==> src/design/oled_text_glyph_renderer_defines.svh <==
// Assertion macros shared by the glyph renderer modules.
`ifndef OLED_TEXT_GLYPH_RENDERER_DEFINES_SVH
`define OLED_TEXT_GLYPH_RENDERER_DEFINES_SVH

// Same-cycle implication, checked outside reset.
`define OTGR_ASSERT_IMPLY(label, clk, rst_n, ante, cons, msg) \
    label: assert property (@(posedge clk) disable iff (!rst_n) (ante) |-> (cons)) \
        else $error(msg);

// Next-cycle implication, checked outside reset.
`define OTGR_ASSERT_NEXT(label, clk, rst_n, ante, cons, msg) \
    label: assert property (@(posedge clk) disable iff (!rst_n) (ante) |=> (cons)) \
        else $error(msg);

`endif

==> src/design/otgr_pkg.sv <==
// Types, constants and the 5x7 font table of the glyph renderer.
`default_nettype none
package otgr_pkg;

    localparam int GLYPH_WIDTH = 5;
    localparam int NUM_PAGES   = 8;
    localparam int PAGE_W      = $clog2(NUM_PAGES);
    localparam int COL_W       = 8;
    localparam int IDX_W       = 7;
    localparam int STEP_W      = 4;

    localparam logic [7:0] CHAR_NEWLINE   = 8'h0A;
    localparam logic [7:0] CHAR_FIRST     = 8'h20;
    localparam logic [7:0] CHAR_LAST      = 8'h7E;
    localparam logic [7:0] GLYPH_ADVANCE  = 8'(GLYPH_WIDTH + 1);

    // Controller command prefixes
    localparam logic [7:0] CMD_PAGE   = 8'hB0;
    localparam logic [3:0] CMD_COL_LO = 4'h0;
    localparam logic [3:0] CMD_COL_HI = 4'h1;

    // Byte positions inside one job's run
    localparam logic [STEP_W-1:0] STEP_PAGE   = 4'd0;
    localparam logic [STEP_W-1:0] STEP_COL_LO = 4'd1;
    localparam logic [STEP_W-1:0] STEP_COL_HI = 4'd2;
    localparam logic [STEP_W-1:0] STEP_GLYPH  = 4'd3;
    localparam logic [STEP_W-1:0] STEP_BLANK  = 4'(3 + GLYPH_WIDTH);

    // One classified item, handed from front to back
    typedef struct packed {
        logic              has_cursor;
        logic [PAGE_W-1:0] page;
        logic [COL_W-1:0]  column;
        logic              has_glyph;
        logic [IDX_W-1:0]  glyph_idx;
    } job_t;

    // Font lookup: glyph words hold column 0 in the top byte
    function automatic logic [7:0] glyph_column(input logic [IDX_W-1:0] idx,
                                                input logic [2:0] k);
        logic [39:0] g;
        logic [7:0]  c;
        case (idx)
            7'd0:  g = 40'h0000000000;
            7'd1:  g = 40'h00002f0000;
            7'd2:  g = 40'h0007000700;
            7'd3:  g = 40'h147f147f14;
            7'd4:  g = 40'h242a7f2a12;
            7'd5:  g = 40'h2313086462;
            7'd6:  g = 40'h3649552250;
            7'd7:  g = 40'h0005030000;
            7'd8:  g = 40'h001c224100;
            7'd9:  g = 40'h0041221c00;
            7'd10: g = 40'h14083E0814;
            7'd11: g = 40'h08083E0808;
            7'd12: g = 40'h0000A06000;
            7'd13: g = 40'h0808080808;
            7'd14: g = 40'h0060600000;
            7'd15: g = 40'h2010080402;
            7'd16: g = 40'h3E5149453E;
            7'd17: g = 40'h00427F4000;
            7'd18: g = 40'h4261514946;
            7'd19: g = 40'h2141454B31;
            7'd20: g = 40'h1814127F10;
            7'd21: g = 40'h2745454539;
            7'd22: g = 40'h3C4A494930;
            7'd23: g = 40'h0171090503;
            7'd24: g = 40'h3649494936;
            7'd25: g = 40'h064949291E;
            7'd26: g = 40'h0036360000;
            7'd27: g = 40'h0056360000;
            7'd28: g = 40'h0814224100;
            7'd29: g = 40'h1414141414;
            7'd30: g = 40'h0041221408;
            7'd31: g = 40'h0201510906;
            7'd32: g = 40'h324959513E;
            7'd33: g = 40'h7C1211127C;
            7'd34: g = 40'h7F49494936;
            7'd35: g = 40'h3E41414122;
            7'd36: g = 40'h7F4141221C;
            7'd37: g = 40'h7F49494941;
            7'd38: g = 40'h7F09090901;
            7'd39: g = 40'h3E4149497A;
            7'd40: g = 40'h7F0808087F;
            7'd41: g = 40'h00417F4100;
            7'd42: g = 40'h2040413F01;
            7'd43: g = 40'h7F08142241;
            7'd44: g = 40'h7F40404040;
            7'd45: g = 40'h7F020C027F;
            7'd46: g = 40'h7F0408107F;
            7'd47: g = 40'h3E4141413E;
            7'd48: g = 40'h7F09090906;
            7'd49: g = 40'h3E4151215E;
            7'd50: g = 40'h7F09192946;
            7'd51: g = 40'h4649494931;
            7'd52: g = 40'h01017F0101;
            7'd53: g = 40'h3F4040403F;
            7'd54: g = 40'h1F2040201F;
            7'd55: g = 40'h3F4038403F;
            7'd56: g = 40'h6314081463;
            7'd57: g = 40'h0708700807;
            7'd58: g = 40'h6151494543;
            7'd59: g = 40'h007F414100;
            7'd60: g = 40'h55AA55AA55;
            7'd61: g = 40'h0041417F00;
            7'd62: g = 40'h0402010204;
            7'd63: g = 40'h4040404040;
            7'd64: g = 40'h0003050000;
            7'd65: g = 40'h2054545478;
            7'd66: g = 40'h7F48444438;
            7'd67: g = 40'h3844444420;
            7'd68: g = 40'h384444487F;
            7'd69: g = 40'h3854545418;
            7'd70: g = 40'h087E090102;
            7'd71: g = 40'h18A4A4A47C;
            7'd72: g = 40'h7F08040478;
            7'd73: g = 40'h00447D4000;
            7'd74: g = 40'h4080847D00;
            7'd75: g = 40'h7F10284400;
            7'd76: g = 40'h00417F4000;
            7'd77: g = 40'h7C04180478;
            7'd78: g = 40'h7C08040478;
            7'd79: g = 40'h3844444438;
            7'd80: g = 40'hFC24242418;
            7'd81: g = 40'h18242418FC;
            7'd82: g = 40'h7C08040408;
            7'd83: g = 40'h4854545420;
            7'd84: g = 40'h043F444020;
            7'd85: g = 40'h3C4040207C;
            7'd86: g = 40'h1C2040201C;
            7'd87: g = 40'h3C4030403C;
            7'd88: g = 40'h4428102844;
            7'd89: g = 40'h1CA0A0A07C;
            7'd90: g = 40'h4464544C44;
            7'd91: g = 40'h00107C8200;
            7'd92: g = 40'h0000FF0000;
            7'd93: g = 40'h00827C1000;
            7'd94: g = 40'h0006090906;
            default: g = 40'h0000000000;
        endcase
        case (k)
            3'd0:    c = g[39:32];
            3'd1:    c = g[31:24];
            3'd2:    c = g[23:16];
            3'd3:    c = g[15:8];
            3'd4:    c = g[7:0];
            default: c = 8'h00;
        endcase
        return c;
    endfunction

endpackage
`default_nettype wire

==> src/design/otgr_front.sv <==
// Front end: accepts items, keeps the cursor and classifies each item into a job.
`default_nettype none
module otgr_front #(
    parameter int NUM_COLUMNS = 132
) (
    input  wire logic          clk,
    input  wire logic          rst_n,
    input  wire logic          s_tvalid,
    output logic               s_tready,
    input  wire logic [23:0]   s_tdata,   // char_code[7:0], page_line[11:8], column[19:12]
    input  wire logic          s_tuser,   // func
    input  wire logic          queue_full,
    output logic               push,
    output otgr_pkg::job_t     job
);

    logic [otgr_pkg::PAGE_W-1:0] page_reg, page_next;
    logic [otgr_pkg::COL_W-1:0]  column_reg, column_next;

    logic [7:0]                  char_code;
    logic [3:0]                  page_line;
    logic [7:0]                  column;
    logic                        accept;
    logic                        set_ok;
    logic                        newline;
    logic                        wrap;
    logic                        printable;
    logic [otgr_pkg::COL_W-1:0]  base_col;

    assign char_code = s_tdata[7:0];
    assign page_line = s_tdata[11:8];
    assign column    = s_tdata[19:12];

    assign s_tready = !queue_full;
    assign accept   = s_tvalid && s_tready;

    // Classify the incoming transfer
    assign set_ok    = (page_line < 4'(otgr_pkg::NUM_PAGES))
                       && ({1'b0, column} < 9'(NUM_COLUMNS));
    assign newline   = (char_code == otgr_pkg::CHAR_NEWLINE);
    assign wrap      = ({1'b0, column_reg} + 9'(otgr_pkg::GLYPH_WIDTH)) >= 9'(NUM_COLUMNS);
    assign printable = (char_code >= otgr_pkg::CHAR_FIRST)
                       && (char_code <= otgr_pkg::CHAR_LAST);
    assign base_col  = (wrap || newline) ? '0 : column_reg;

    // Build the job and the next cursor
    always_comb
    begin
        job         = '0;
        page_next   = page_reg;
        column_next = column_reg;
        if (s_tuser)
        begin
            job.has_cursor = 1'b1;
            job.page       = page_line[otgr_pkg::PAGE_W-1:0];
            job.column     = column;
            if (set_ok)
            begin
                page_next   = page_line[otgr_pkg::PAGE_W-1:0];
                column_next = column;
            end
        end
        else
        begin
            job.has_cursor = wrap || newline;
            job.page       = page_reg + 1'b1;
            job.column     = '0;
            job.has_glyph  = !newline;
            job.glyph_idx  = printable ? 7'(char_code - otgr_pkg::CHAR_FIRST) : '0;
            if (wrap || newline)
            begin
                page_next = page_reg + 1'b1;
            end
            column_next = newline ? '0 : (base_col + otgr_pkg::GLYPH_ADVANCE);
        end
    end

    // Drop out-of-range cursor requests
    assign push = accept && (!s_tuser || set_ok);

    // Hold the cursor
    always_ff @(posedge clk or negedge rst_n)
    begin
        if (!rst_n)
        begin
            page_reg   <= '0;
            column_reg <= '0;
        end
        else if (accept)
        begin
            page_reg   <= page_next;
            column_reg <= column_next;
        end
    end

endmodule
`default_nettype wire

==> config.mk <==
export PLATFORM = sky130hd
export DESIGN_NAME = otgr_front
export DESIGN_NICKNAME = d
export VERILOG_FILES = /design/src/design/oled_text_glyph_renderer_defines.svh /design/src/design/otgr_pkg.sv /design/src/design/otgr_front.sv
export SDC_FILE = /design/constraint.sdc
export NUM_CORES = 1
export LEC_CHECK = 0
export BUFFER_PORTS_ARGS = -buffer_cell sky130_fd_sc_hd__buf_4
export CORE_ASPECT_RATIO = 1.25
export CORE_MARGIN = 2
export CORE_UTILIZATION = 33
export CTS_CLUSTER_DIAMETER = 30
export CTS_CLUSTER_SIZE = 12
export DETAILED_ROUTE_END_ITERATION = 12
export MAX_ROUTING_LAYER = met4
export SYNTH_ARGS = -nofsm -noshare
export SYNTH_HDL_FRONTEND = slang
export SYNTH_SLANG_ARGS = --single-unit
==> constraint.sdc <==
create_clock -name clk -period 2.5 [get_ports clk]
set_input_delay 0.5 -clock clk [delete_from_list [all_inputs] [get_ports clk]]
set_output_delay 0.5 -clock clk [all_outputs]
set_load 0.01 [all_outputs]
==> impl_metrics.py <==
metrics = {
    "status": {
        "outcome": "complete, no violations",
    },
    "worst_setup_path": {
        "r2r_slack_ns": 0.61,
        "reg2reg_depth": 7,
        "worstPathMaxFanout": 5,
        "critPathArrivalTime_ns": 1.78,
        "critPathRequiredTime_ns": 2.00,
        "crit_type": "input pin to primary output",
        "rr_endpoint": "column_reg[3]$_DFFE_PN0P_",
        "critPathCaptureType": "primary output",
        "startpoint_type": "input pin",
        "rr_startpoint": "column_reg[4]$_DFFE_PN0P_",
    },
    "grt": {
        "overflow": 0,
        "grt_util_all_layers_pct": 17.2,
        "grt_pass1_wl_um": 4200,
        "antenna_found_initial": 0,
        "grt_pass1_vias": 997,
        "grt_start_max_net_pins": 28,
    },
    "layout": {
        "final_nets": 188,
        "largest_register_ffs": 8,
        "n_fill_cell": 269,
        "diodes": 0,
        "area_growth_pct": 44.9,
        "drive_above_1_share_pct": 41.9,
        "final_cells": 189,
    },
    "placement": {
        "io_buffers": 46,
        "dp_hpwl_um": 2090,
        "placed_cells": 185,
        "pre_cts_ws_ns": 0.109,
        "gp_congestion": 0.793,
    },
    "die": {
        "core_area_mm2": 0.00268,
        "rows": 21,
        "die_h_um": 63.5,
        "start_util_pct": 34.9,
        "io_pins": 51,
        "die_area_mm2": 0.00328,
        "dieWidth_um": 51.6,
    },
    "clocking": {
        "clk_latency_ns": 0.27,
        "ctsResizeCount": 0,
        "htreeDepth": 1,
        "path_clk_slew_ns": 0.08,
        "clk_path_buf_depth": 2,
        "holdBufCountCts": 0,
        "cts.sinks": 11,
        "cts_tree": "done",
        "cts_buffers": 3,
        "post_cts_buffers": 0,
        "root_buffer": "clkbuf_4",
    },
    "pwr": {
        "cellLeakagePower_nw": 0.618,
        "netSwitchingPower_mw": 0.305,
        "ir_drop_mv": 0.461,
        "intPower_mw": 0.499,
        "power.density_mw_per_mm2": 593,
        "finalPower_mw": 0.804,
        "p_seq_share_pct": 38.8,
        "p_clk_share_pct": 16.0,
        "p_sw_share_pct": 37.9,
        "power_frac_comb_pct": 45.2,
    },
    "synthesis": {
        "synth-seq-area-share_pct": 29.4,
        "synth.avg_cell_area_um2": 8.91,
        "ys_ff_latch": 11,
        "yosys.area.top_type": "dfrtp_1",
        "synth_area_um2": 936,
        "yosysWarnings": 0,
        "synthDominantCellAreaShare_pct": 29.4,
        "postSynthCellCount": 105,
        "synth_area_leaders": "dfrtp_1, and2_1, mux2_2",
        "synth_cell_types": 44,
        "syn_nets": 137,
    },
    "drt": {
        "first_iter_violations": 10,
        "detail_route.wirelength_um": 2560,
        "dr.pass1.iters": 2,
        "ant_nets": 0,
        "num_vias": 1022,
        "routedWlPerCell_um": 13.6,
        "drc": 0,
        "viasPerCell": 5.41,
    },
    "flow_run": {
        "maxCapViolCount": 0,
    },
    "sta": {
        "whs_ns": 0.0469,
        "max_freq_mhz": 439,
        "fin_crit_sh_pct": 91.1,
        "worst_pin_slew_ns": 0.635,
        "tns_ns": 0,
        "rsz0062_at_grt": "no",
        "slew_headroom_pct": 57.1,
        "period_needed_ns": 2.28,
        "finalHoldViolCount": 0,
        "clock_skew_ns": 0.00278,
        "setup_viol": 0,
        "setup_slack_ns": 0.224,
        "slew_viol_final": 0,
    },
    "min_path": {
        "hp-class": "input pin to asynchronous set/reset pin",
    },
}
## critical path, stage by stage
cell    delay, ns
buf_4        0.13
or4_4        0.54
nor4_4       0.18
buf_4        0.18
nor2_1       0.07
buf_4        0.16
## synthesized netlist by cell type, drive strengths merged
master   n
inv      3
nor3     5
mux2     4
or2b     1
xnor2    2
nand2b   1
or4b     2
a311o    1
nand4b   1
clkbuf   1
ha       3
o41ai    1
nor4     4
nand2    7
o31ai    1
a21oi    2
or4      2
buf      4
o22ai    1
mux2i    3
o21a     2
a22o     1
o22a     1
o32a     1
dfrtp   11
a21o     3
and2    12
nor4b    2
nor2     9
or3      1
nand3    2
nand4    3
nand3b   1
a211oi   1
o21ai    6
## power by group through the flow
stage                     registers, mW  clock network, mW  logic [mW]
final                             0.312              0.128       0.364
after global placement            0.309                  0       0.357
after detailed placement          0.316                  0       0.367
after floorplan                   0.294                  0       0.239
after global routing              0.324              0.139       0.408
after CTS                         0.312              0.132       0.369
## cell usage in the layout (no fill, tap or decap), types with 2 or more instances in the layout
cell,Yosys,layout
a21o_1,3,3
and2_1,12,12
buf_4,1,51
clkbuf_4,0,3
dfrtp_1,11,11
ha_1,3,3
inv_1,3,3
mux2_2,4,4
mux2i_1,3,3
nand2_1,7,7
nand3_1,2,2
nand4_1,3,3
nor2_1,9,9
nor3_1,4,4
nor4_1,3,3
o21a_1,2,2
o21ai_0,5,5
or4b_1,2,2
xnor2_1,2,2
## routing by layer
metal  GRT usage [%]  vias up  part of all wire (%)
met2            30.6       41                    53
met4            7.89        0                   2.1
met1            18.6      479                    39
met3            2.13        7                   5.7
met5               -        -                     0
li1                -      495                     -
## cell type report
| class | count | area, um^2 | area share (%) |
|---|---|---|---|
| Multi-Input combinational cell | 86 | 618 | 45.6 |
| Sequential cell | 11 | 275 | 20.3 |
| Tap cell | 34 | 42.5 | 3.14 |
| Timing Repair Buffer | 51 | 383 | 28.2 |
| Clock buffer | 4 | 26.3 | 1.94 |
| Inverter | 3 | 11.3 | 0.830 |
## how the worst max path moves through the flow
stage | start | end | slack [ns] | depth (start not counted)
finish | s_tdata[7] | job[7] | 0.22 | 6
CTS | s_tdata[7] | job[7] | 0.21 | 6
detailed placement | s_tdata[7] | column_reg[3]$_DFFE_PN0P_ | 0.11 | 8
global route | s_tdata[7] | job[19] | 0.13 | 6
global placement | s_tdata[17] | column_reg[3]$_DFFE_PN0P_ | 0.13 | 6
floorplan | s_tdata[7] | column_reg[3]$_DFFE_PN0P_ | 0.19 | 7
## cells by family after synthesis
kind of cell               Yosys count  synth area share [%]
and+or+nand+nor                     53                  36.1
AOI/OAI and AO/OA                   21                  16.0
DFF                                 11                  29.4
buffers and inverters                8                  4.54
muxes                                7                  8.02
adders and majority gates            3                  4.01
xor gates and xnor gates             2                  1.87
## metrics by stage
stage / util (%) / area (um^2)
3_5_place_dp: 49.6 / 1330
6_report: 50.6 / 1360
4_1_cts: 50.6 / 1360
5_1_grt: 50.6 / 1360
2_1_floorplan: - / 936
3_3_place_gp: 49.6 / 1330
Note: power is estimated with default switching activity, not from simulation.
