<file path="src/design/oled_text_glyph_renderer_defines.svh">
// Assertion macros shared by the glyph renderer modules.
`ifndef OLED_TEXT_GLYPH_RENDERER_DEFINES_SVH
`define OLED_TEXT_GLYPH_RENDERER_DEFINES_SVH

// Same-cycle implication, checked outside reset.
`define OTGR_ASSERT_IMPLY(label, clk, rst_n, ante, cons, msg) \
    label: assert property (@(posedge clk) disable iff (!rst_n) (ante) |-> (cons)) \
        else $error(msg);

// Next-cycle implication, checked outside reset.
`define OTGR_ASSERT_NEXT(label, clk, rst_n, ante, cons, msg) \
    label: assert property (@(posedge clk) disable iff (!rst_n) (ante) |=> (cons)) \
        else $error(msg);

`endif

</file>
<file path="src/design/otgr_pkg.sv">
// Types, constants and the 5x7 font table of the glyph renderer.
`default_nettype none
package otgr_pkg;

    localparam int GLYPH_WIDTH = 5;
    localparam int NUM_PAGES   = 8;
    localparam int PAGE_W      = $clog2(NUM_PAGES);
    localparam int COL_W       = 8;
    localparam int IDX_W       = 7;
    localparam int STEP_W      = 4;

    localparam logic [7:0] CHAR_NEWLINE   = 8'h0A;
    localparam logic [7:0] CHAR_FIRST     = 8'h20;
    localparam logic [7:0] CHAR_LAST      = 8'h7E;
    localparam logic [7:0] GLYPH_ADVANCE  = 8'(GLYPH_WIDTH + 1);

    // Controller command prefixes
    localparam logic [7:0] CMD_PAGE   = 8'hB0;
    localparam logic [3:0] CMD_COL_LO = 4'h0;
    localparam logic [3:0] CMD_COL_HI = 4'h1;

    // Byte positions inside one job's run
    localparam logic [STEP_W-1:0] STEP_PAGE   = 4'd0;
    localparam logic [STEP_W-1:0] STEP_COL_LO = 4'd1;
    localparam logic [STEP_W-1:0] STEP_COL_HI = 4'd2;
    localparam logic [STEP_W-1:0] STEP_GLYPH  = 4'd3;
    localparam logic [STEP_W-1:0] STEP_BLANK  = 4'(3 + GLYPH_WIDTH);

    // One classified item, handed from front to back
    typedef struct packed {
        logic              has_cursor;
        logic [PAGE_W-1:0] page;
        logic [COL_W-1:0]  column;
        logic              has_glyph;
        logic [IDX_W-1:0]  glyph_idx;
    } job_t;

    // Font lookup: glyph words hold column 0 in the top byte
    function automatic logic [7:0] glyph_column(input logic [IDX_W-1:0] idx,
                                                input logic [2:0] k);
        logic [39:0] g;
        logic [7:0]  c;
        case (idx)
            7'd0:  g = 40'h0000000000;
            7'd1:  g = 40'h00002f0000;
            7'd2:  g = 40'h0007000700;
            7'd3:  g = 40'h147f147f14;
            7'd4:  g = 40'h242a7f2a12;
            7'd5:  g = 40'h2313086462;
            7'd6:  g = 40'h3649552250;
            7'd7:  g = 40'h0005030000;
            7'd8:  g = 40'h001c224100;
            7'd9:  g = 40'h0041221c00;
            7'd10: g = 40'h14083E0814;
            7'd11: g = 40'h08083E0808;
            7'd12: g = 40'h0000A06000;
            7'd13: g = 40'h0808080808;
            7'd14: g = 40'h0060600000;
            7'd15: g = 40'h2010080402;
            7'd16: g = 40'h3E5149453E;
            7'd17: g = 40'h00427F4000;
            7'd18: g = 40'h4261514946;
            7'd19: g = 40'h2141454B31;
            7'd20: g = 40'h1814127F10;
            7'd21: g = 40'h2745454539;
            7'd22: g = 40'h3C4A494930;
            7'd23: g = 40'h0171090503;
            7'd24: g = 40'h3649494936;
            7'd25: g = 40'h064949291E;
            7'd26: g = 40'h0036360000;
            7'd27: g = 40'h0056360000;
            7'd28: g = 40'h0814224100;
            7'd29: g = 40'h1414141414;
            7'd30: g = 40'h0041221408;
            7'd31: g = 40'h0201510906;
            7'd32: g = 40'h324959513E;
            7'd33: g = 40'h7C1211127C;
            7'd34: g = 40'h7F49494936;
            7'd35: g = 40'h3E41414122;
            7'd36: g = 40'h7F4141221C;
            7'd37: g = 40'h7F49494941;
            7'd38: g = 40'h7F09090901;
            7'd39: g = 40'h3E4149497A;
            7'd40: g = 40'h7F0808087F;
            7'd41: g = 40'h00417F4100;
            7'd42: g = 40'h2040413F01;
            7'd43: g = 40'h7F08142241;
            7'd44: g = 40'h7F40404040;
            7'd45: g = 40'h7F020C027F;
            7'd46: g = 40'h7F0408107F;
            7'd47: g = 40'h3E4141413E;
            7'd48: g = 40'h7F09090906;
            7'd49: g = 40'h3E4151215E;
            7'd50: g = 40'h7F09192946;
            7'd51: g = 40'h4649494931;
            7'd52: g = 40'h01017F0101;
            7'd53: g = 40'h3F4040403F;
            7'd54: g = 40'h1F2040201F;
            7'd55: g = 40'h3F4038403F;
            7'd56: g = 40'h6314081463;
            7'd57: g = 40'h0708700807;
            7'd58: g = 40'h6151494543;
            7'd59: g = 40'h007F414100;
            7'd60: g = 40'h55AA55AA55;
            7'd61: g = 40'h0041417F00;
            7'd62: g = 40'h0402010204;
            7'd63: g = 40'h4040404040;
            7'd64: g = 40'h0003050000;
            7'd65: g = 40'h2054545478;
            7'd66: g = 40'h7F48444438;
            7'd67: g = 40'h3844444420;
            7'd68: g = 40'h384444487F;
            7'd69: g = 40'h3854545418;
            7'd70: g = 40'h087E090102;
            7'd71: g = 40'h18A4A4A47C;
            7'd72: g = 40'h7F08040478;
            7'd73: g = 40'h00447D4000;
            7'd74: g = 40'h4080847D00;
            7'd75: g = 40'h7F10284400;
            7'd76: g = 40'h00417F4000;
            7'd77: g = 40'h7C04180478;
            7'd78: g = 40'h7C08040478;
            7'd79: g = 40'h3844444438;
            7'd80: g = 40'hFC24242418;
            7'd81: g = 40'h18242418FC;
            7'd82: g = 40'h7C08040408;
            7'd83: g = 40'h4854545420;
            7'd84: g = 40'h043F444020;
            7'd85: g = 40'h3C4040207C;
            7'd86: g = 40'h1C2040201C;
            7'd87: g = 40'h3C4030403C;
            7'd88: g = 40'h4428102844;
            7'd89: g = 40'h1CA0A0A07C;
            7'd90: g = 40'h4464544C44;
            7'd91: g = 40'h00107C8200;
            7'd92: g = 40'h0000FF0000;
            7'd93: g = 40'h00827C1000;
            7'd94: g = 40'h0006090906;
            default: g = 40'h0000000000;
        endcase
        case (k)
            3'd0:    c = g[39:32];
            3'd1:    c = g[31:24];
            3'd2:    c = g[23:16];
            3'd3:    c = g[15:8];
            3'd4:    c = g[7:0];
            default: c = 8'h00;
        endcase
        return c;
    endfunction

endpackage
`default_nettype wire

</file>
<file path="src/design/otgr_queue.sv">
// Two-entry job queue between front end and byte sequencer.
`default_nettype none
`include "oled_text_glyph_renderer_defines.svh"
module otgr_queue (
    input  wire logic             clk,
    input  wire logic             rst_n,
    input  wire logic             push,
    input  wire otgr_pkg::job_t   push_job,
    input  wire logic             pop,
    output logic                  full,
    output logic                  head_valid,
    output otgr_pkg::job_t        head
);

    otgr_pkg::job_t entries_reg [2];
    logic           wr_ptr_reg, wr_ptr_next;
    logic           rd_ptr_reg, rd_ptr_next;
    logic [1:0]     count_reg, count_next;

    assign full       = (count_reg == 2'd2);
    assign head_valid = (count_reg != 2'd0);
    assign head       = entries_reg[rd_ptr_reg];

    // Advance pointers and count
    always_comb
    begin
        wr_ptr_next = push ? !wr_ptr_reg : wr_ptr_reg;
        rd_ptr_next = pop ? !rd_ptr_reg : rd_ptr_reg;
        count_next  = count_reg + {1'b0, push} - {1'b0, pop};
    end

    always_ff @(posedge clk or negedge rst_n)
    begin
        if (!rst_n)
        begin
            wr_ptr_reg <= 1'b0;
            rd_ptr_reg <= 1'b0;
            count_reg  <= 2'd0;
        end
        else
        begin
            wr_ptr_reg <= wr_ptr_next;
            rd_ptr_reg <= rd_ptr_next;
            count_reg  <= count_next;
        end
    end

    // Store the pushed job
    always_ff @(posedge clk)
    begin
        if (push)
        begin
            entries_reg[wr_ptr_reg] <= push_job;
        end
    end

    `OTGR_ASSERT_IMPLY(a_no_overflow, clk, rst_n, push, !full || pop, "push into full queue")
    `OTGR_ASSERT_IMPLY(a_no_underflow, clk, rst_n, pop, head_valid, "pop from empty queue")
    `OTGR_ASSERT_IMPLY(a_count_range, clk, rst_n, 1'b1, count_reg != 2'd3, "queue count out of range")
    `OTGR_ASSERT_NEXT(a_ptr_track, clk, rst_n, push && !pop, count_reg == $past(count_reg) + 2'd1,
        "queue count lost a push")

endmodule
`default_nettype wire

</file>
<file path="config.mk">
export PLATFORM = sky130hd
export DESIGN_NAME = otgr_queue
export DESIGN_NICKNAME = d
export VERILOG_FILES = /design/src/design/otgr_pkg.sv /design/src/design/otgr_queue.sv
export VERILOG_INCLUDE_DIRS = /design/src /design/src/design
export SDC_FILE = /design/constraint.sdc
export NUM_CORES = 1
export LEC_CHECK = 0
export BUFFER_PORTS_ARGS = -buffer_cell sky130_fd_sc_hd__buf_2
export CAP_MARGIN = 20
export CORE_ASPECT_RATIO = 0.6
export CORE_MARGIN = 3
export CORE_UTILIZATION = 30
export CTS_CLUSTER_DIAMETER = 100
export DETAILED_ROUTE_END_ITERATION = 10
export RECOVER_POWER = 100
export SYNTH_ARGS = -nofsm -noshare
export SYNTH_HDL_FRONTEND = slang
export SYNTH_SLANG_ARGS = --single-unit
export TNS_END_PERCENT = 10
</file>
<file path="constraint.sdc">
create_clock -name clk -period 1.9 [get_ports clk]
set_clock_uncertainty 0.15 [all_clocks]
set_input_delay 0.57 -clock clk [delete_from_list [all_inputs] [get_ports clk]]
set_output_delay 0.57 -clock clk [all_outputs]
set_load 0.05 [all_outputs]
</file>
==> metrics.yaml, run 1 <==
status:
  status: "complete, but fails checks"
  violations: "negative setup slack"
setup_path:
  crit_required_ns: 1.18
  arrival_ns: 1.36
  r2r_cells: 2
  end_kind: "output port"
  path_buf_inv: 2
  cp_slowest_cell: "dfrtp_2"
  crit_type: "reg2out"
  cp.depth: 3
  crit_chain: "buf_12 -> mux2_2 -> buf_6"
  crit_path_start_kind: "flop"
  path_max_fanout: 11
  crit_family: "flip-flops"
  cpPeakStageDelay_ns: 0.42
placement:
  hpwl_um: 2200
  dp_cells: 203
  placed_area_um2: 2090
  dp_slack_ns: 0.0355
  place_congestion: 0.645
  port-buffer-count: 45
finish:
  drive_gt1_share_pct: 45.9
  final_common_cell: "edfxtp_1"
  regArea_um2: 1300
  layout_common_cells: "edfxtp_1, buf_6, mux2_4, clkbuf_1, buf_2"
  finish.instance_area_um2: 2280
  layout.nets: 160
  layout.cells.non_filler: 212
  num-fill-cells: 499
  syn_to_final_growth_pct: 32.7
  fin_util_pct: 43.2
  multi_input_area_um2: 388
  antennaDiodeCount: 0
  largest_reg_flops: 40
logic_synthesis:
  synth_cells: 77
  synth_nets: 103
  yosysSeqAreaShare_pct: 75.7
  synth.avg_cell_area_um2: 22.3
  synth_warnings: 0
  synth-seq-cells: 44
  netlist-cell-type-count: 12
  netlist_area_um2: 1720
routing:
  dr_wl_met3_um: 225
  wl_per_cell_um: 13.7
  met1_length_um: 1290
  top_layer: "met3"
  ant_nets: 0
  wl_met2_um: 1380
  firstDrtPassIters: 2
  routed_wl_um: 2900
  num_vias: 862
  viasPerCell: 4.07
  drc: 0
  drtIter0Drc: 19
sta:
  hold_slack_ns: 0.320
  setup_violations: 20
  drv_slew: 0
  fin_ws_ns: -0.178
  maxSlewHeadroom_pct: 61.0
  final-hold-violation-count: 0
  fin_crit_ns: 2.08
  fmax_mhz: 481
  fin_crit_sh_pct: 109
  worst_slew_pin_slew_ns: 0.585
  rsz0062_at_grt: "true"
  setup_tns_ns: -3.42
global_route:
  globalRouteTotalUtil_pct: 9.30
  grt_pass1_vias: 997
  grt_pass1_wl_um: 4780
  grt-ovfl-total: 0
  grt_max_degree: 14
  antenna_found_initial: 0
power:
  irDropWorstVdd_mv: 0.884
  p_total_mw: 3.92
  p_per_area_nw_per_um2: 1720
  p_leak_nw: 0.896
cts:
  clockRootBuffer: "clkbuf_8"
  htreeDepth: 2
  cts_tree: "done"
  clk_pin_slew_ns: 0.08
  cts_setup_buffers: 0
  cts_inserted_buffers: 5
  clk_latency_ns: 0.28
  cts_buffer_depth: 2
  clock_sinks: 44
floorplanning:
  core-area_um2: 5280
  rows: 20
  fp.dieArea_um2: 6700
  pin_count: 46
  start_util_pct: 32.6
  fp.dieW_um: 104
  die_height_um: 64.6
worst_hold_path:
  whs_path_depth: 1
  hp-class: "in2reg"
flow_run:
  cap_violations: 0
-- report_power, final --
group,internal (mW),switching [mW],total [mW]
Clock,0.258,0.284,0.542
Sequential,1.30,0.0806,1.38
Combinational,0.840,1.16,2.00
Total,2.40,1.52,3.92
-- layer usage --
layer,global-route usage [%],vias up
met5,0,-
met4,1.49,0
met3,4.28,0
met2,15.3,36
met1,11.5,420
li1,-,406
-- logic make-up (layout without fill, tap and decap cells) --
logic type    after synthesis  in the layout  synth area share, %
xor+xnor                    3              3                 2.40
fa+ha+maj                   2              2                 1.46
buf+inv                     4             62                 1.75
flops                      44             44                 75.7
mux                        20             20                 17.2
simple gates                4              4                 1.46
-- timing repair --
item                                    in CTS  in global routing
resized for setup                           43                  0
hold buffers                                 1                  0
endpoints found under the setup margin      21                 21
endpoints found under the hold margin        4                  0
-- cell usage after synthesis (all sizes together) --
library cell	n	area share, %
ha	2	1.5
edfxtp	40	70
dfrtp	4	5.8
nor2b	2	0.73
xor3	1	1.4
or2	1	0.36
and2	1	0.36
mux2	20	17
buf	2	1.3
xor2	2	1.0
inv	2	0.44
-- final cells by class --
cell class | instances | share of cell area, %
clock buffer | 7 | 3.35
clock inverter | 1 | 0.219
inverter | 2 | 0.329
multi-input combinational | 29 | 17.0
sequential | 44 | 57.1
tap | 77 | 4.22
timing repair buffer | 52 | 17.8
-- final timing paths --
path	from	end	slack [ns]
max	rd_ptr_reg	head[19]	-0.18
min reg2reg	wr_ptr_reg	wr_ptr_reg	0.35
max in group asynchronous	rst_n	rd_ptr_reg	0.90
min	push_job[16]	entries_reg[0][16]	0.32
min in group asynchronous	rst_n	rd_ptr_reg	0.50
max reg2reg	wr_ptr_reg	entries_reg[0][10]	0.35
(Power assumes the default switching activity.)
==> run 2, diff against run 1 <==
--- a/config.mk
+++ b/config.mk
@@ -13,6 +13,7 @@
 export CORE_UTILIZATION = 30
 export CTS_CLUSTER_DIAMETER = 100
 export DETAILED_ROUTE_END_ITERATION = 10
+export MAX_ROUTING_LAYER = met4
 export RECOVER_POWER = 100
 export SYNTH_ARGS = -nofsm -noshare
 export SYNTH_HDL_FRONTEND = slang
==> metrics.yaml, run 2 (synthesis results as in run 1) <==
setup_path:
  crit_path_start_kind: "flop"
  cpPeakStageDelay_ns: 0.42
  crit_chain: "buf_12 -> mux2_2 -> buf_6"
  crit_type: "reg2out"
  path_buf_inv: 2
  end_kind: "output port"
  regToRegSetupSlack_ns: 0.35
  path_max_fanout: 11
  crit_family: "flip-flops"
  cp_slowest_cell: "dfrtp_2"
  crit_required_ns: 1.18
  arrival_ns: 1.36
finish:
  layout.cells.non_filler: 212
  layout_common_cells: "edfxtp_1, buf_6, mux2_4, clkbuf_1, buf_2"
  final_common_cell: "edfxtp_1"
  antennaDiodeCount: 0
  layout.nets: 160
  largest_reg_flops: 40
  drive_gt1_share_pct: 45.9
  syn_to_final_growth_pct: 32.7
  fin_util_pct: 43.2
power:
  irDropWorstVdd_mv: 0.883
  p_leak_nw: 0.896
  p_total_mw: 3.92
  p_per_area_nw_per_um2: 1720
cts:
  cts_inserted_buffers: 5
  clk_pin_slew_ns: 0.08
  cts_buffer_depth: 2
  clk_latency_ns: 0.28
  clock_sinks: 44
  cts_setup_buffers: 0
  cts_tree: "done"
  htreeDepth: 2
  clockRootBuffer: "clkbuf_8"
floorplanning:
  pin_count: 46
  fp.dieArea_um2: 6700
  core-area_um2: 5280
  start_util_pct: 32.6
  die_height_um: 64.6
  rows: 20
  fp.dieW_um: 104
sta:
  drv_slew: 0
  hold_slack_ns: 0.320
  final-hold-violation-count: 0
  fin_crit_ns: 2.08
  setup_violations: 20
  maxSlewHeadroom_pct: 61.0
  fin_crit_sh_pct: 109
  rsz0062_at_grt: "true"
  fin_ws_ns: -0.178
  worst_slew_pin_slew_ns: 0.585
  fmax_mhz: 481
placement:
  port-buffer-count: 45
  dp_cells: 203
  hpwl_um: 2200
  place_congestion: 0.651
routing:
  viasPerCell: 4.07
  num_vias: 862
  routed_wl_um: 2900
  wl_per_cell_um: 13.7
  ant_nets: 0
  drc: 0
  drtIter0Drc: 19
  firstDrtPassIters: 2
global_route:
  grt_pass1_vias: 999
  antenna_found_initial: 0
  grt_max_degree: 14
  grt_pass1_wl_um: 4770
  grt-ovfl-total: 0
  globalRouteTotalUtil_pct: 9.56
status:
  status: "complete, but fails checks"
  violations: "negative setup slack"
flow_run:
  cap_violations: 0
worst_hold_path:
  hp-class: "in2reg"
-- run 2: cell counts in the layout (fill, tap and decap cells not counted) --
Identical to the previous run, type by type.
-- run 2: repair_timing --
item                                   in CTS  in global routing
endpoints found under the hold margin       4                  0
gates resized for setup                    43                  0
hold buffers                                1                  0
cloned                                      0                  0
pin swaps                                   0                  0
setup endpoints to repair                  21                 21
-- run 2: power breakdown --
part / switching, mW / leakage [nW] / internal, mW
Sequential: 0.0806 / 0.421 / 1.30
Clock: 0.284 / 0.0422 / 0.258
Combinational: 1.16 / 0.432 / 0.840
-- run 2: per-stage QoR --
stage                     cell area, um^2  setup TNS [ns]  setup WS, ns
after floorplan                      1720               0         0.105
after global placement               2090               0        0.0413
after detailed placement             2090               0        0.0355
after CTS                            2310           -3.77        -0.201
after global routing                 2280           -4.29        -0.228
final                                2280           -3.42        -0.178
-- run 2: worst paths after layout --
| kind | from | endpoint | depth (start not counted) |
|---|---|---|---|
| setup / recovery | rd_ptr_reg | head[19] | 3 |
| hold / removal | push_job[16] | entries_reg[0][16] | 1 |
| setup reg to reg | wr_ptr_reg | entries_reg[0][10] | 2 |
| hold reg to reg | wr_ptr_reg | wr_ptr_reg | 1 |
| max in group asynchronous | rst_n | rd_ptr_reg | 2 |
| min in group asynchronous | rst_n | rd_ptr_reg | 2 |
-- run 2: final cells by class --
| type | count | area (um^2) |
|---|---|---|
| flip-flops and latches | 44 | 1300 |
| repair buffers | 52 | 405 |
| clock buffers | 7 | 76.3 |
| inverters | 2 | 7.51 |
| well taps | 77 | 96.3 |
| fillers | 499 | 3000 |
| multi-input cells | 29 | 388 |
| clock inverters | 1 | 5.00 |
-- run 2: layer usage --
metal	GRT usage (%)	part of all wire [%]	wire length, um	vias up
met1	11.6	45	1300	420
met3	4.18	7.5	218	0
met5	-	0	0	-
met2	15.3	48	1380	36
li1	-	-	-	406
met4	1.49	0	0	0
==> run 3, diff against run 2 <==
--- a/config.mk
+++ b/config.mk
@@ -10,7 +10,7 @@
 export CAP_MARGIN = 20
 export CORE_ASPECT_RATIO = 0.6
 export CORE_MARGIN = 3
-export CORE_UTILIZATION = 30
+export CORE_UTILIZATION = 28
 export CTS_CLUSTER_DIAMETER = 100
 export DETAILED_ROUTE_END_ITERATION = 10
 export MAX_ROUTING_LAYER = met4
==> metrics.yaml, run 3 (synthesis results as in run 1) <==
cts:
  htreeDepth: 2
  clockRootBuffer: "clkbuf_8"
  cts_buffer_depth: 2
  clk_pin_slew_ns: 0.08
  clock_sinks: 44
  cts_setup_buffers: 0
  cts_tree: "done"
  cts_inserted_buffers: 5
  clk_latency_ns: 0.29
routing:
  num_vias: 868
  ant_nets: 0
  routed_wl_um: 2930
  wl_per_cell_um: 13.6
  drtIter0Drc: 10
  drc: 0
  firstDrtPassIters: 3
  viasPerCell: 4.02
sta:
  rsz0062_at_grt: "true"
  worst_slew_pin_slew_ns: 0.672
  fin_crit_ns: 2.10
  maxSlewHeadroom_pct: 55.2
  drv_slew: 0
  fmax_mhz: 477
  fin_crit_sh_pct: 110
  final-hold-violation-count: 0
  setup_violations: 20
  fin_ws_ns: -0.196
power:
  irDropWorstVdd_mv: 0.793
  p_leak_nw: 0.885
  p_per_area_nw_per_um2: 1720
finish:
  final_common_cell: "edfxtp_1"
  layout_common_cells: "edfxtp_1, buf_6, clkbuf_1"
  largest_reg_flops: 40
  layout.cells.non_filler: 216
  drive_gt1_share_pct: 43.4
  layout.nets: 161
  antennaDiodeCount: 0
  syn_to_final_growth_pct: 33.3
setup_path:
  crit_type: "reg2out"
  crit_path_start_kind: "flop"
  regToRegSetupSlack_ns: 0.29
  cpPeakStageDelay_ns: 0.45
  path_buf_inv: 2
  arrival_ns: 1.38
  cp_slowest_cell: "dfrtp_2"
  end_kind: "output port"
  path_max_fanout: 11
  crit_family: "flip-flops"
  crit_chain: "buf_12 -> mux2_4 -> buf_6"
  crit_required_ns: 1.18
global_route:
  grt-ovfl-total: 0
  globalRouteTotalUtil_pct: 9.06
  grt_pass1_wl_um: 4590
  grt_pass1_vias: 939
  grt_max_degree: 15
  antenna_found_initial: 0
worst_hold_path:
  hp-class: "in2reg"
floorplanning:
  die_height_um: 66.7
  fp.dieW_um: 107
  rows: 21
  pin_count: 46
  start_util_pct: 29.9
  fp.dieArea_um2: 7150
  core-area_um2: 5750
placement:
  dp_slack_ns: 0.0285
  port-buffer-count: 45
  hpwl_um: 2150
  place_congestion: 0.641
  dp_cells: 206
flow_run:
  cap_violations: 0
status:
  violations: "negative setup slack"
  status: "complete, but fails checks"
## run 3: routing by layer
layer / GRT usage (%) / wire, um / part of all wire (%)
met1: 10.3 / 1260 / 43
met2: 14.9 / 1390 / 47
met3: 4.26 / 270 / 9.2
met4: 1.91 / 8 / 0.27
met5: - / 0 / 0
## run 3: per-stage QoR
step | area (um^2) | power, mW | util (%) | setup TNS [ns] | hold slack (ns)
after global placement | 2080 | 3.09 | 36.2 | 0 | 0.233
after global routing | 2290 | 4.13 | 39.8 | -4.57 | 0.303
after floorplan | 1720 | 2.76 | - | 0 | 0.124
after CTS | 2330 | 4.01 | 40.4 | -3.93 | 0.305
final | 2290 | 3.94 | 39.8 | -3.63 | 0.317
after detailed placement | 2080 | 3.12 | 36.2 | 0 | 0.243
## run 3: final timing paths
| kind | startpoint | endpoint | cells after the start |
|---|---|---|---|
| min | push_job[19] | entries_reg[1][19] | 1 |
| min in group asynchronous | rst_n | count_reg[0] | 2 |
| max reg2reg | wr_ptr_reg | entries_reg[0][9] | 2 |
| max | rd_ptr_reg | head[2] | 3 |
| min reg2reg | wr_ptr_reg | wr_ptr_reg | 1 |
| max in group asynchronous | rst_n | rd_ptr_reg | 2 |
## run 3: area by class of cell
class | instances | area (um^2)
fill | 546 | 3460
clock buffer | 5 | 68.8
inverter | 2 | 7.51
clock inverter | 3 | 18.8
sequential | 44 | 1300
timing repair buffer | 53 | 402
multi-input combinational | 29 | 392
tap | 80 | 100
## run 3: power by group
group	leakage, nW	internal, mW	switching [mW]
sequential	0.421	1.30	0.0836
clock	0.0378	0.254	0.299
combinational	0.426	0.844	1.16
## run 3: repair_timing
item,4_1_cts,5_1_grt
endpoints found under the hold margin,4,0
cloned,1,0
pin swaps,0,0
hold buffers,1,0
setup endpoints to repair,21,21
resized for setup,46,1
